==> src/sv/rmq_pkg.sv <==
// Shared types, widths and codes for the rotation-matrix-to-quaternion core.
package rmq_pkg;

    localparam int DW        = 16;        // entry and component width
    localparam int FB        = 14;        // fraction bits
    localparam int MW        = 17;        // magnitude of an off-diagonal sum/difference
    localparam int NW        = 32;        // radicand and dividend width
    localparam int RW        = 16;        // square root width
    localparam int REMS_W    = 18;        // square root remainder width
    localparam int REMD_W    = 17;        // divider remainder width (divisor width)
    localparam int SQ_STEPS  = NW / 2;    // one result bit per root cell
    localparam int DIV_STEPS = NW;        // one quotient bit per divider cell
    localparam int LANES     = 4;
    localparam int LAT       = 1 + SQ_STEPS + 1 + DIV_STEPS + 1;

    // branch codes
    localparam logic [1:0] BR_TRACE = 2'd0;
    localparam logic [1:0] BR_M11   = 2'd1;
    localparam logic [1:0] BR_M22   = 2'd2;
    localparam logic [1:0] BR_M33   = 2'd3;

    // component lanes
    localparam logic [1:0] L_X = 2'd0;
    localparam logic [1:0] L_Y = 2'd1;
    localparam logic [1:0] L_Z = 2'd2;
    localparam logic [1:0] L_W = 2'd3;

    // side data that travels along the root chain
    typedef struct packed {
        logic                       vld;
        logic [1:0]                 br;
        logic                       degen;
        logic [LANES-1:0]           neg;
        logic [LANES-1:0][MW-1:0]   mag;
    } sq_side_t;

    // side data that travels along the divider chain
    typedef struct packed {
        logic             vld;
        logic [1:0]       br;
        logic             degen;
        logic [LANES-1:0] neg;
        logic [RW-1:0]    mainc;
    } dv_side_t;

    // lane that carries r/2 for a branch
    function automatic logic [1:0] main_lane(input logic [1:0] br);
        logic [1:0] l;
        case (br)
            BR_TRACE: l = L_W;
            BR_M11:   l = L_X;
            BR_M22:   l = L_Y;
            BR_M33:   l = L_Z;
            default:  l = L_W;
        endcase
        return l;
    endfunction

endpackage

==> src/sv/rmq_div_cell.sv <==
// One restoring divider cell: one quotient bit for each of the four lanes.
module rmq_div_cell
(
    input  logic                                           clk,
    input  logic                                           rst_n,
    input  rmq_pkg::dv_side_t                              side_i,
    input  logic [rmq_pkg::REMD_W-1:0]                     dvs_i,
    input  logic [rmq_pkg::LANES-1:0][rmq_pkg::REMD_W-1:0] rem_i,
    input  logic [rmq_pkg::LANES-1:0][rmq_pkg::NW-1:0]     num_i,
    input  logic [rmq_pkg::LANES-1:0][rmq_pkg::NW-1:0]     quo_i,
    output rmq_pkg::dv_side_t                              side_o,
    output logic [rmq_pkg::REMD_W-1:0]                     dvs_o,
    output logic [rmq_pkg::LANES-1:0][rmq_pkg::REMD_W-1:0] rem_o,
    output logic [rmq_pkg::LANES-1:0][rmq_pkg::NW-1:0]     num_o,
    output logic [rmq_pkg::LANES-1:0][rmq_pkg::NW-1:0]     quo_o
);
    import rmq_pkg::*;

    logic [LANES-1:0][REMD_W:0]   sh;
    logic [LANES-1:0]             take;
    logic [LANES-1:0][REMD_W-1:0] rem_next;
    dv_side_t                     side_reg;
    logic [REMD_W-1:0]            dvs_reg;
    logic [LANES-1:0][REMD_W-1:0] rem_reg;
    logic [LANES-1:0][NW-1:0]     num_reg;
    logic [LANES-1:0][NW-1:0]     quo_reg;

    // shift in next dividend bit, subtract divisor when it fits
    always_comb
    begin
        for (int l = 0; l < LANES; l++)
        begin
            sh[l]       = {rem_i[l], num_i[l][NW-1]};
            take[l]     = (sh[l] >= {1'b0, dvs_i});
            rem_next[l] = take[l] ? REMD_W'(sh[l] - {1'b0, dvs_i}) : sh[l][REMD_W-1:0];
        end
    end

    always_ff @(posedge clk or negedge rst_n)
    begin
        if (!rst_n)
        begin
            side_reg <= '0;
        end
        else
        begin
            side_reg <= side_i;
        end
    end

    always_ff @(posedge clk)
    begin
        dvs_reg        <= dvs_i;
        for (int l = 0; l < LANES; l++)
        begin
            rem_reg[l] <= rem_next[l];
            num_reg[l] <= {num_i[l][NW-2:0], 1'b0};
            quo_reg[l] <= {quo_i[l][NW-2:0], take[l]};
        end
    end

    assign side_o = side_reg;
    assign dvs_o  = dvs_reg;
    assign rem_o  = rem_reg;
    assign num_o  = num_reg;
    assign quo_o  = quo_reg;

endmodule

==> config.mk <==
export PLATFORM = sky130hd
export DESIGN_NAME = rmq_div_cell
export DESIGN_NICKNAME = d
export VERILOG_FILES = /design/src/sv/rmq_pkg.sv /design/src/sv/rmq_div_cell.sv
export SDC_FILE = /design/constraint.sdc
export NUM_CORES = 1
export LEC_CHECK = 0
export ABC_AREA = 1
export BUFFER_PORTS_ARGS = -buffer_cell sky130_fd_sc_hd__buf_2
export CAP_MARGIN = 15
export CORE_AREA = 2 2 285 287
export CTS_CLUSTER_SIZE = 20
export DETAILED_ROUTE_END_ITERATION = 12
export DIE_AREA = 0 0 287 289
export PLACE_DENSITY = 0.4
export SYNTH_ARGS = -nofsm -noshare
export SYNTH_HDL_FRONTEND = slang
export SYNTH_SLANG_ARGS = --single-unit
==> constraint.sdc <==
create_clock -name clk -period 1 [get_ports clk]
set_input_delay 0.05 -clock clk [delete_from_list [all_inputs] [get_ports clk]]
set_output_delay 0.05 -clock clk [all_outputs]
set_load 0.005 [all_outputs]
======== Word level (Yosys, flattened, before mapping) ========
Index checks and enable logic that the tools add are counted.
Widths: inputs -> output; s select.
cells by class
  order comparisons ....................... 4
  mux-type cells .......................... 4
  add/sub/neg operators ................... 4
operators by type and width
  cell            number
  $ge 18x17->1    4
  $mux 17         4
  $sub 17x17->17  4
word-level totals
  flip-flop bits (word level) ............. 361
  output and inout bits ................... 365

======== Longest topological paths before layout ========
  depth in word-level cells ............... 2
  depth in mapped cells ................... 15

======== Worst setup path after synthesis ========
OpenSTA, ideal clock, no wires.
  path type ............................... input-to-reg
  start ................................... input dvs_i[1] in the netlist's numbering
  end ..................................... register rem_reg, in the netlist rem_o[22]
  required time ........................... 888 ps
  arrival time ............................ 1,558 ps
  path buffers ............................ 1
  stages on the path ...................... 13
  setup slack ............................. -670 ps
  cell sequence ........................... inv_1 -> fa_1 -> nand2_1 -> nand2_1 -> nand3b_1 -> nand2_2 -> nand2_2 -> nand2_1 -> nand2_4 -> nand2_8 -> buf_8 -> nand2_2 -> nand2_1
RTL lines
  what                           RTL line            text
  start, declared                rmq_div_cell.sv:7   input logic [rmq_pkg::REMD_W-1:0] dvs_i,
  end signal, assigned by index  rmq_div_cell.sv:56  rem_reg[l] <= rem_next[l];
  end, declared                  rmq_div_cell.sv:24  logic [LANES-1:0][REMD_W-1:0] rem_reg;

==> impl_results.md <==
* Largest net degree at the start of global routing at 25
* Clk sinks at 361
* Global Route Usage Sum at 14.7%
* Mapped Cells at 1,490
* Commonest non-fill, non-tap cell in the layout: buf_2
* Worst-path clk slew at 0.07 ns
* DIE HEIGHT at 289 um
* Root buffer cell: clkbuf_16
* Min Tclk post-route at 1.27 ns
* Slowest-stage cell, CP: ha_4
* Crit path cell chain: buf_8 -> clkinvlp_4 -> buf_6 -> buf_12 -> ha_4 -> nand2_4 -> nor2_4 -> inv_2 -> nor2_2 -> nand2_1 -> nand2_2 -> nor2_4 -> buf_6 -> buf_8 -> nand3_2 -> nand2_1
* DRT antenna net count at 0
* Max frequency at 787 MHz
* Detailed placement HPWL at 48,000 um
* CTS tree: done
* Cell family contributing the most delay on the critical path: buffers and inverters
* CP max stage delay at 0.27 ns
* Layout cell share with drive strength beyond 1 at 57.1%
* Hold WS at -0.370 ns
* Vias in the first global route at 15,639
* CP Class: input pin to flop
* Final hold violations at 8
* Initial Utilization at 16.4%
* Status: finished with violations
* Startpoint Class: input pin
* #FFs+latches synth at 361
* Setup crit end kind: flop
* Post-route cell area at 29,000 um2
* Final Cycle Share at 127%
* Number of synthesized flops with an enable pin at 0
* Post-synth top flop: dfxtp_1
* Crit path DAT at 1.74 ns
* Core Util, Final at 36.3%
* Distinct cells, synth at 38
* First-pass GRT wire length at 91,900 um
* GP Congestion at 0.827
* Total Die Area at 82,900 um2
* CORE AREA at 79,900 um2
* Syn Area/Cell at 8.79 um2
* Synthesis warning total at 0
* Area growth syn-to-layout at 122%
* Vias per inst at 3.72
* Count of final setup violators at 433
* Nets at 3,322
* RSZ-0062 raised after global routing: yes
* Worst path bufs/invs at 7
* H-tree lvl count at 2
* Register area share after synthesis at 56.1%
* Iter 0 DRT Violations at 317
* Leakage at 14.3 nW
* Vias at 14,801
* Antenna violations before repair at 12
* Commonest non-fill, non-tap cells in the layout: 559 x buf_2, 365 x nand2_1, 354 x dlygate4sd3_1
* Synth Cell Area at 13,100 um2
* Max cap viols at 0
* Longest Clk Path Bufs at 3
* Synth async-reset ratio at 6.65%
* Placed cell area at 19,600 um2
* Power per cell area at 1520 nW/um2
* Failing checks: negative hold slack, negative setup slack
* # fillers at 8,054
* I/O Buffers at 723
* Total power at 44.2 mW
* Residual DRC at 0
* Die Wd at 287 um
* I/O pins at 732
* Pre-Repair DR Iteration Count at 5
* Worst VDD drop at 1.06 mV
* Final WL at 65,400 um
* Number of CTS-inserted buffers at 44
* Fin worst setup slack at -0.270 ns
* Wire per inst at 16.4 um
* HP Class: input pin to flop
* CP required at 1.47 ns
* Slew Limit Fails at 0
* Crit path max fanout at 5
* GRT overflow at 0
* FP Rows at 104
[stage by stage]
step | std cells | TNS (ns) | setup WS, ns | hold slack (ns)
after floorplan | 1493 | -38.39 | -0.597 | -0.246
after global placement | 3466 | -66.71 | -0.980 | 0.0821
after detailed placement | 3466 | -68.88 | -1.02 | 0.0714
after CTS | 3965 | -50.42 | -0.257 | -0.360
after global routing | 3981 | -54.46 | -0.356 | -0.406
final | 3982 | -31.19 | -0.270 | -0.370
[what timing repair did]
item,in CTS,in global routing
endpoints found under the setup margin,433,433
pin swaps,137,81
buffers inserted,55,11
hold buffers,352,2
resized for setup,448,382
hold endpoints to repair,382,9
gates cloned,14,1
[worst paths after layout]
path	from	endpoint	slack (ns)	depth (start not counted)
min in group asynchronous	rst_n	side_o[20]	0.07	3
max in group asynchronous	rst_n	side_o[5]	0.74	3
min	dvs_i[0]	dvs_o[0]	-0.37	1
max	dvs_i[6]	rem_o[50]	-0.27	16
[where the power goes]
group / total (mW) / internal [mW] / switching, mW
clock network: 17.2 / 10.5 / 6.70
logic: 10.8 / 5.86 / 4.98
registers: 16.2 / 15.7 / 0.488
[cells in the mapped netlist, types with 2 or more instances]
| master | number | area [um2] |
|---|---|---|
| nand2_1 | 483 | 1810 |
| dfxtp_1 | 337 | 6750 |
| inv_1 | 216 | 811 |
| nand3_1 | 121 | 606 |
| ha_1 | 68 | 851 |
| nor2_1 | 46 | 173 |
| nand2_2 | 40 | 250 |
| a21oi_1 | 36 | 180 |
| xor2_1 | 25 | 219 |
| dfrtp_1 | 24 | 601 |
| nand2_4 | 14 | 158 |
| buf_4 | 10 | 75.1 |
| inv_2 | 7 | 26.3 |
| nand4_1 | 7 | 43.8 |
| nor3_1 | 6 | 30.0 |
| and2_1 | 5 | 31.3 |
| nor2_2 | 5 | 31.3 |
| fa_1 | 4 | 80.1 |
| and3_1 | 3 | 18.8 |
| buf_2 | 3 | 15.0 |
| nor2_4 | 3 | 33.8 |
| nor4_4 | 3 | 63.8 |
| or2_1 | 3 | 18.8 |
| xnor2_1 | 3 | 26.3 |
| buf_8 | 2 | 30.0 |
| nand2_8 | 2 | 40.0 |
| nand3b_1 | 2 | 15.0 |
| o21ai_1 | 2 | 10.0 |
[flip-flops by register name, summed over array words and instances, names as in the netlist]
signal and count:
quo_o 128, rem_o 68, side_o 24, dvs_o 17
num_o 124
[cells by family (layout without fill, tap and decap cells)]
| family | count (synthesis) | count (layout) | synth area share [%] |
|---|---|---|---|
| compound gates | 41 | 41 | 1.64 |
| fa+ha+maj | 72 | 72 | 7.11 |
| other cells | 1 | 8 | 0.0286 |
| simple gates | 746 | 757 | 25.7 |
| buf+inv | 241 | 1655 | 7.58 |
| flops | 361 | 361 | 56.1 |
| xor+xnor | 28 | 28 | 1.87 |
[final cells by class]
class                   instances  area (um2)  share of cell area, %
clock inverters                22         303                   1.04
diodes                          4        10.0                 0.0345
inverters                     224         887                   3.06
well taps                    1060        1330                   4.57
multi-input cells             902        6770                   23.3
flip-flops and latches        361        7580                   26.1
clock buffers                  59        1290                   4.45
repair buffers               1350       10800                   37.4
[metal layers]
metal	vias to the layer above	wire (um)	global-route usage (%)
met5	-	70	0
met4	10	1960	5.36
met3	102	4120	3.71
met2	484	34300	27.5
met1	6834	24900	15.8
li1	7371	-	-
(Power assumes the default switching activity.)
