## src/sv/rmq_pkg.sv

```systemverilog
// Shared types, widths and codes for the rotation-matrix-to-quaternion core.
package rmq_pkg;

    localparam int DW        = 16;        // entry and component width
    localparam int FB        = 14;        // fraction bits
    localparam int MW        = 17;        // magnitude of an off-diagonal sum/difference
    localparam int NW        = 32;        // radicand and dividend width
    localparam int RW        = 16;        // square root width
    localparam int REMS_W    = 18;        // square root remainder width
    localparam int REMD_W    = 17;        // divider remainder width (divisor width)
    localparam int SQ_STEPS  = NW / 2;    // one result bit per root cell
    localparam int DIV_STEPS = NW;        // one quotient bit per divider cell
    localparam int LANES     = 4;
    localparam int LAT       = 1 + SQ_STEPS + 1 + DIV_STEPS + 1;

    // branch codes
    localparam logic [1:0] BR_TRACE = 2'd0;
    localparam logic [1:0] BR_M11   = 2'd1;
    localparam logic [1:0] BR_M22   = 2'd2;
    localparam logic [1:0] BR_M33   = 2'd3;

    // component lanes
    localparam logic [1:0] L_X = 2'd0;
    localparam logic [1:0] L_Y = 2'd1;
    localparam logic [1:0] L_Z = 2'd2;
    localparam logic [1:0] L_W = 2'd3;

    // side data that travels along the root chain
    typedef struct packed {
        logic                       vld;
        logic [1:0]                 br;
        logic                       degen;
        logic [LANES-1:0]           neg;
        logic [LANES-1:0][MW-1:0]   mag;
    } sq_side_t;

    // side data that travels along the divider chain
    typedef struct packed {
        logic             vld;
        logic [1:0]       br;
        logic             degen;
        logic [LANES-1:0] neg;
        logic [RW-1:0]    mainc;
    } dv_side_t;

    // lane that carries r/2 for a branch
    function automatic logic [1:0] main_lane(input logic [1:0] br);
        logic [1:0] l;
        case (br)
            BR_TRACE: l = L_W;
            BR_M11:   l = L_X;
            BR_M22:   l = L_Y;
            BR_M33:   l = L_Z;
            default:  l = L_W;
        endcase
        return l;
    endfunction

endpackage

```

## src/sv/rmq_sqrt_cell.sv

```systemverilog
// One restoring square-root cell: settles one root bit per item per cycle.
module rmq_sqrt_cell
(
    input  logic                      clk,
    input  logic                      rst_n,
    input  rmq_pkg::sq_side_t         side_i,
    input  logic [rmq_pkg::REMS_W-1:0] rem_i,
    input  logic [rmq_pkg::RW-1:0]    root_i,
    input  logic [rmq_pkg::NW-1:0]    rad_i,
    output rmq_pkg::sq_side_t         side_o,
    output logic [rmq_pkg::REMS_W-1:0] rem_o,
    output logic [rmq_pkg::RW-1:0]    root_o,
    output logic [rmq_pkg::NW-1:0]    rad_o
);
    import rmq_pkg::*;

    logic [REMS_W+1:0] cur;
    logic [REMS_W+1:0] trial;
    logic [REMS_W+1:0] diff;
    logic              take;
    logic [REMS_W-1:0] rem_next;
    logic [RW-1:0]     root_next;
    logic [NW-1:0]     rad_next;
    sq_side_t          side_reg;
    logic [REMS_W-1:0] rem_reg;
    logic [RW-1:0]     root_reg;
    logic [NW-1:0]     rad_reg;

    // trial subtract of (4*root + 1)
    always_comb
    begin
        cur       = {rem_i, rad_i[NW-1 -: 2]};
        trial     = {2'b00, root_i, 2'b01};
        diff      = cur - trial;
        take      = (cur >= trial);
        rem_next  = take ? diff[REMS_W-1:0] : cur[REMS_W-1:0];
        root_next = {root_i[RW-2:0], take};
        rad_next  = {rad_i[NW-3:0], 2'b00};
    end

    always_ff @(posedge clk or negedge rst_n)
    begin
        if (!rst_n)
        begin
            side_reg <= '0;
        end
        else
        begin
            side_reg <= side_i;
        end
    end

    always_ff @(posedge clk)
    begin
        rem_reg        <= rem_next;
        root_reg       <= root_next;
        rad_reg        <= rad_next;
    end

    assign side_o = side_reg;
    assign rem_o  = rem_reg;
    assign root_o = root_reg;
    assign rad_o  = rad_reg;

endmodule

```

## config.mk

```make
export PLATFORM = sky130hd
export DESIGN_NAME = rmq_sqrt_cell
export DESIGN_NICKNAME = d
export VERILOG_FILES = /design/src/sv/rmq_pkg.sv /design/src/sv/rmq_sqrt_cell.sv
export SDC_FILE = /design/constraint.sdc
export NUM_CORES = 1
export LEC_CHECK = 0
export ABC_CLOCK_PERIOD_IN_PS = 800
export BUFFER_PORTS_ARGS = -buffer_cell sky130_fd_sc_hd__buf_2
export CAP_MARGIN = 20
export CORE_AREA = 2 2 112 114
export CTS_CLUSTER_DIAMETER = 120
export DETAILED_ROUTE_END_ITERATION = 8
export DIE_AREA = 0 0 114 116
export MAX_ROUTING_LAYER = met4
export PLACE_DENSITY_LB_ADDON = 0.15
export SLEW_MARGIN = 20
export SYNTH_ARGS = -nofsm -noshare
export SYNTH_HDL_FRONTEND = slang
export SYNTH_SLANG_ARGS = --single-unit
```

## constraint.sdc

```tcl
create_clock -name clk -period 0.8 [get_ports clk]
set_clock_uncertainty 0.15 [all_clocks]
set_input_delay 0.08 -clock clk [delete_from_list [all_inputs] [get_ports clk]]
set_output_delay 0.08 -clock clk [all_outputs]
set_load 0.005 [all_outputs]
```

# After elaboration in Yosys (flattened, before gate mapping)
# Cells that the tools add are included.
# word_totals
register_bits	140
in_bits	144
output_inout_bits	142
word_cells	14
# classes
n_addsub	1
order_cmp	1
muxes	1
# op_table
op	n
20-bit by 18-bit >= comparator with 1-bit output	1
18-bit two-way mux	1
18-bit subtractor	1

# Logic depth before layout (Yosys ltp)
# logic_depth
ltp_word	2
depth_mapped	11
depth_no_buf	9

# Least setup slack after synthesis
# Ideal clock, no wire load.
# synth_path
kind	in2reg
start	input root_i[7] in the netlist's numbering
end	register rem_reg[10] (netlist: rem_o[10])
setup_time_ns	0.121
arrival_ns	1.793
t_required_ns	0.529
path_slack_ns	-1.264
cell_stages	11
path_buffers	2
cell_sequence	inv_1 ha_1 buf_2 nand2_1 nor2_1 nand3_1 nor2_1 o21ai_2 o211ai_4 buf_6 mux2_2
# synth_between
elab_chain_len	2
word_cells_on_any_way	3
cone_classes	add/sub (1); order compare (1); mux (1)
# synth_rtl
element	line_no	rtl
start, declared	rmq_sqrt_cell.sv:8	input logic [rmq_pkg::RW-1:0] root_i,
20-bit by 18-bit >= comparator with 1-bit output	rmq_sqrt_cell.sv:35	take = (cur >= trial);
net take	rmq_sqrt_cell.sv:20	logic take;
18-bit two-way mux	rmq_sqrt_cell.sv:36	rem_next = take ? diff[REMS_W-1:0] : cur[REMS_W-1:0];
net rem_next[10]	rmq_sqrt_cell.sv:21	logic [REMS_W-1:0] rem_next;
end signal, assigned	rmq_sqrt_cell.sv:55	rem_reg <= rem_next;
end, declared	rmq_sqrt_cell.sv:25	logic [REMS_W-1:0] rem_reg;
# The timed path passes the listed nets, and every way through them passes these cells.

# Worst setup path after layout
# layout_path
start	input root_i[0] in the netlist's numbering
end	register rem_reg[13] (netlist: rem_o[13])
# layout_between
elab_chain_len	2
word_cells_on_any_way	3
cone_classes	add/sub (1); order compare (1); mux (1)
# layout_rtl
element	line_no
18-bit subtractor or 20-bit by 18-bit >= comparator with 1-bit output (tied branches)	rmq_sqrt_cell.sv:34, rmq_sqrt_cell.sv:35
18-bit two-way mux (*)	rmq_sqrt_cell.sv:36
net rem_next[13]	rmq_sqrt_cell.sv:21
# Mark *: on every way through the listed nets, which the timed path passes. The rest lies on a longest branch.

==> results.json <==
{
  "finalSetupViolCount": 159,
  "hold_buffers": 123,
  "drc_errors": 0,
  "final_cell_area_sq_um": 8950,
  "routabilityCongestion": 0.768,
  "crit_chain": "buf_6 -> inv_12 -> ha_4 -> nor2_2 -> o31a_1 -> o21ai_4 -> a41oi_4 -> nor2b_4 -> xnor2_1 -> mux2_4",
  "fin_ws_ns": -0.779,
  "pin_count": 286,
  "ys_warn_count": 0,
  "grt_start_max_net_pins": 29,
  "core_area_sq_um": 11900,
  "dp_worst_setup_slack_ns": -1.35,
  "final_common_cell": "buf_2",
  "die_x_microns": 114,
  "grt_pass1_vias": 4618,
  "tns_ns": -56.93,
  "track_usage_pct": 25.1,
  "grt_overflow": 0,
  "rsz0062_at_grt": "true",
  "nets": 954,
  "totalWireLength_mm": 16.8,
  "htree_levels": 4,
  "dpl_cell_area_sq_um": 6780,
  "via_per_inst": 4.52,
  "chipHeight_microns": 116,
  "syn_avg_cell_area_sq_um": 14.4,
  "first_pass_iters": 4,
  "dp_hpwl_mm": 10.2,
  "required_ns": 0.96,
  "power_density_nw_per_um2": 2160,
  "syn_area_sq_um": 4400,
  "grt_pass1_wl_mm": 24.0,
  "clkTransAtPathRegs_ns": 0.06,
  "layout_min_cycle_time_ns": 1.58,
  "portBuffers": 283,
  "synth_cell_types": 44,
  "vias": 4303,
  "cts.sinks": 140,
  "worst_setup_path_end_kind": "register",
  "arrival_ns": 1.74,
  "ir_worst_vdd_uv": 1270,
  "critPathLaunchType": "input pin",
  "drv_cap": 0,
  "power.leakage_nw": 4.38,
  "async_flop_share_pct": 54.3,
  "start_util_pct": 36.9,
  "hold_viol": 31,
  "drt-wirelength-per-cell_microns": 17.6,
  "crit_type": "in2reg",
  "antenna_found_initial": 1,
  "ys.flop_type": "dfrtp_1",
  "initialDrtViolationCount": 169,
  "place_inst": 794,
  "violations": "negative hold slack, negative setup slack",
  "synth-edff-count": 0,
  "drive_gt1_share_pct": 58.8,
  "holdWs_ns": -0.249,
  "final_cells": 953,
  "drv_slew": 0,
  "postRouteAntennaNets": 0,
  "clock_path_buffers": 2,
  "fmax_mhz": 633,
  "ys_seq_elements": 140,
  "slowest_stage": "o31a_1",
  "rows": 40,
  "critical-path-max-stage-delay_ns": 0.33,
  "syn_inst": 306,
  "clockRootBuffer": "clkbuf_16",
  "hold_path_class": "in2reg",
  "area_growth_syn_to_layout_pct": 103,
  "die-area_sq_um": 13200,
  "status": "finished with violations",
  "nFillCells": 777,
  "cts_tree": "done",
  "fin_crit_sh_pct": 197,
  "layout_common_cells": "251 x buf_2, 123 x dlygate4sd3_1, 76 x dfrtp_1",
  "yosysSeqAreaShare_pct": 72.4,
  "crit_fanout": 4,
  "cts-buffers-inserted": 17
}
[worst paths after layout]
kind                                         to  slack, ns  startpoint  cells past startpoint
setup / recovery              rem_o[13]$_DFF_P_      -0.78   root_i[0]                     10
min in group asynchronous  side_o[40]$_DFF_PN0_      -0.06       rst_n                      2
max in group asynchronous  side_o[11]$_DFF_PN0_       0.12       rst_n                      3
hold / removal                 rem_o[4]$_DFF_P_      -0.25    rem_i[2]                      2
[where the power goes]
part	internal, mW	switching [mW]
Sequential	7.58	0.182
Clock	4.73	3.18
Combinational	2.18	1.44
Total	14.5	4.80
[Yosys cell counts (2+ instances only)]
cell / count / area (sq um)
inv_1: 20 / 75.1
dfrtp_1: 76 / 1900
buf_4: 2 / 15.0
ha_1: 18 / 225
o21a_1: 6 / 45.0
mux2_2: 13 / 146
mux2i_1: 3 / 30.0
a31oi_1: 3 / 18.8
nor3_1: 6 / 30.0
nand2_1: 12 / 45.0
a21oi_1: 15 / 75.1
o21ai_0: 2 / 10.0
buf_2: 2 / 10.0
nand4_1: 2 / 12.5
xor2_1: 4 / 35.0
nand3_1: 5 / 25.0
dfxtp_1: 64 / 1280
xnor2_1: 10 / 87.6
o21ai_2: 2 / 17.5
a21o_1: 2 / 15.0
nor2_1: 11 / 41.3
mux2_1: 2 / 22.5
a211oi_1: 3 / 22.5
nand2b_1: 3 / 18.8
[flip-flops by register name, indices dropped and copies added, names as in the netlist]
name / cells
rad_o: 30
rem_o: 18
root_o: 16
side_o: 76
[timing repair]
action,4_1_cts,5_1_grt
hold endpoints to repair,215,31
gates resized for setup,35,47
pin swaps,11,3
setup endpoints to repair,159,159
setup buffers,2,1
[worst max-delay path: cells and delay by family]
kind / cells / cell delay, ns
compound gates: 3 / 0.67
xor+xnor: 1 / 0.12
fa+ha+maj: 1 / 0.29
buf+inv: 2 / 0.13
mux: 1 / 0.25
simple gates: 2 / 0.20
[stage by stage]
step / utilization, % / total power, mW
6_report: 75.1 / 19.3
5_1_grt: 75.1 / 20.1
4_1_cts: 73.5 / 19.2
3_5_place_dp: 56.9 / 10.6
3_3_place_gp: 56.9 / 10.6
2_1_floorplan: - / 9.05
[area by class of cell]
class / count / area (sq um) / area share [%]
timing repair buffer: 472 / 3390 / 37.9
sequential: 140 / 3210 / 35.9
multi-input combinational: 141 / 1450 / 16.2
clock buffer: 18 / 439 / 4.91
tap: 147 / 184 / 2.06
clock inverter: 14 / 161 / 1.80
inverter: 20 / 110 / 1.23
antenna: 1 / 2.50 / 0.0280
[cell families (layout without fill, tap and decap cells)]
group / Yosys count / in the layout / synth area share (%)
AO/OA/AOI/OAI: 43 / 43 / 7.42
XOR/XNOR: 14 / 14 / 2.79
adder cells (fa/ha/maj): 18 / 18 / 5.12
buffers and inverters: 26 / 524 / 2.62
flip-flops: 140 / 140 / 72.4
multiplexers: 18 / 18 / 4.52
other: 1 / 3 / 0.0852
AND/OR/NAND/NOR: 46 / 46 / 5.09
[routing by layer]
metal	vias to the layer above	global-route usage (%)	wire length (microns)
li1	2004	-	-
met1	2046	25.2	5940
met2	196	44.1	8890
met3	57	7.43	1250
met4	0	13.5	705
met5	-	-	0
No activity file was read; power rests on OpenSTA's default activity.
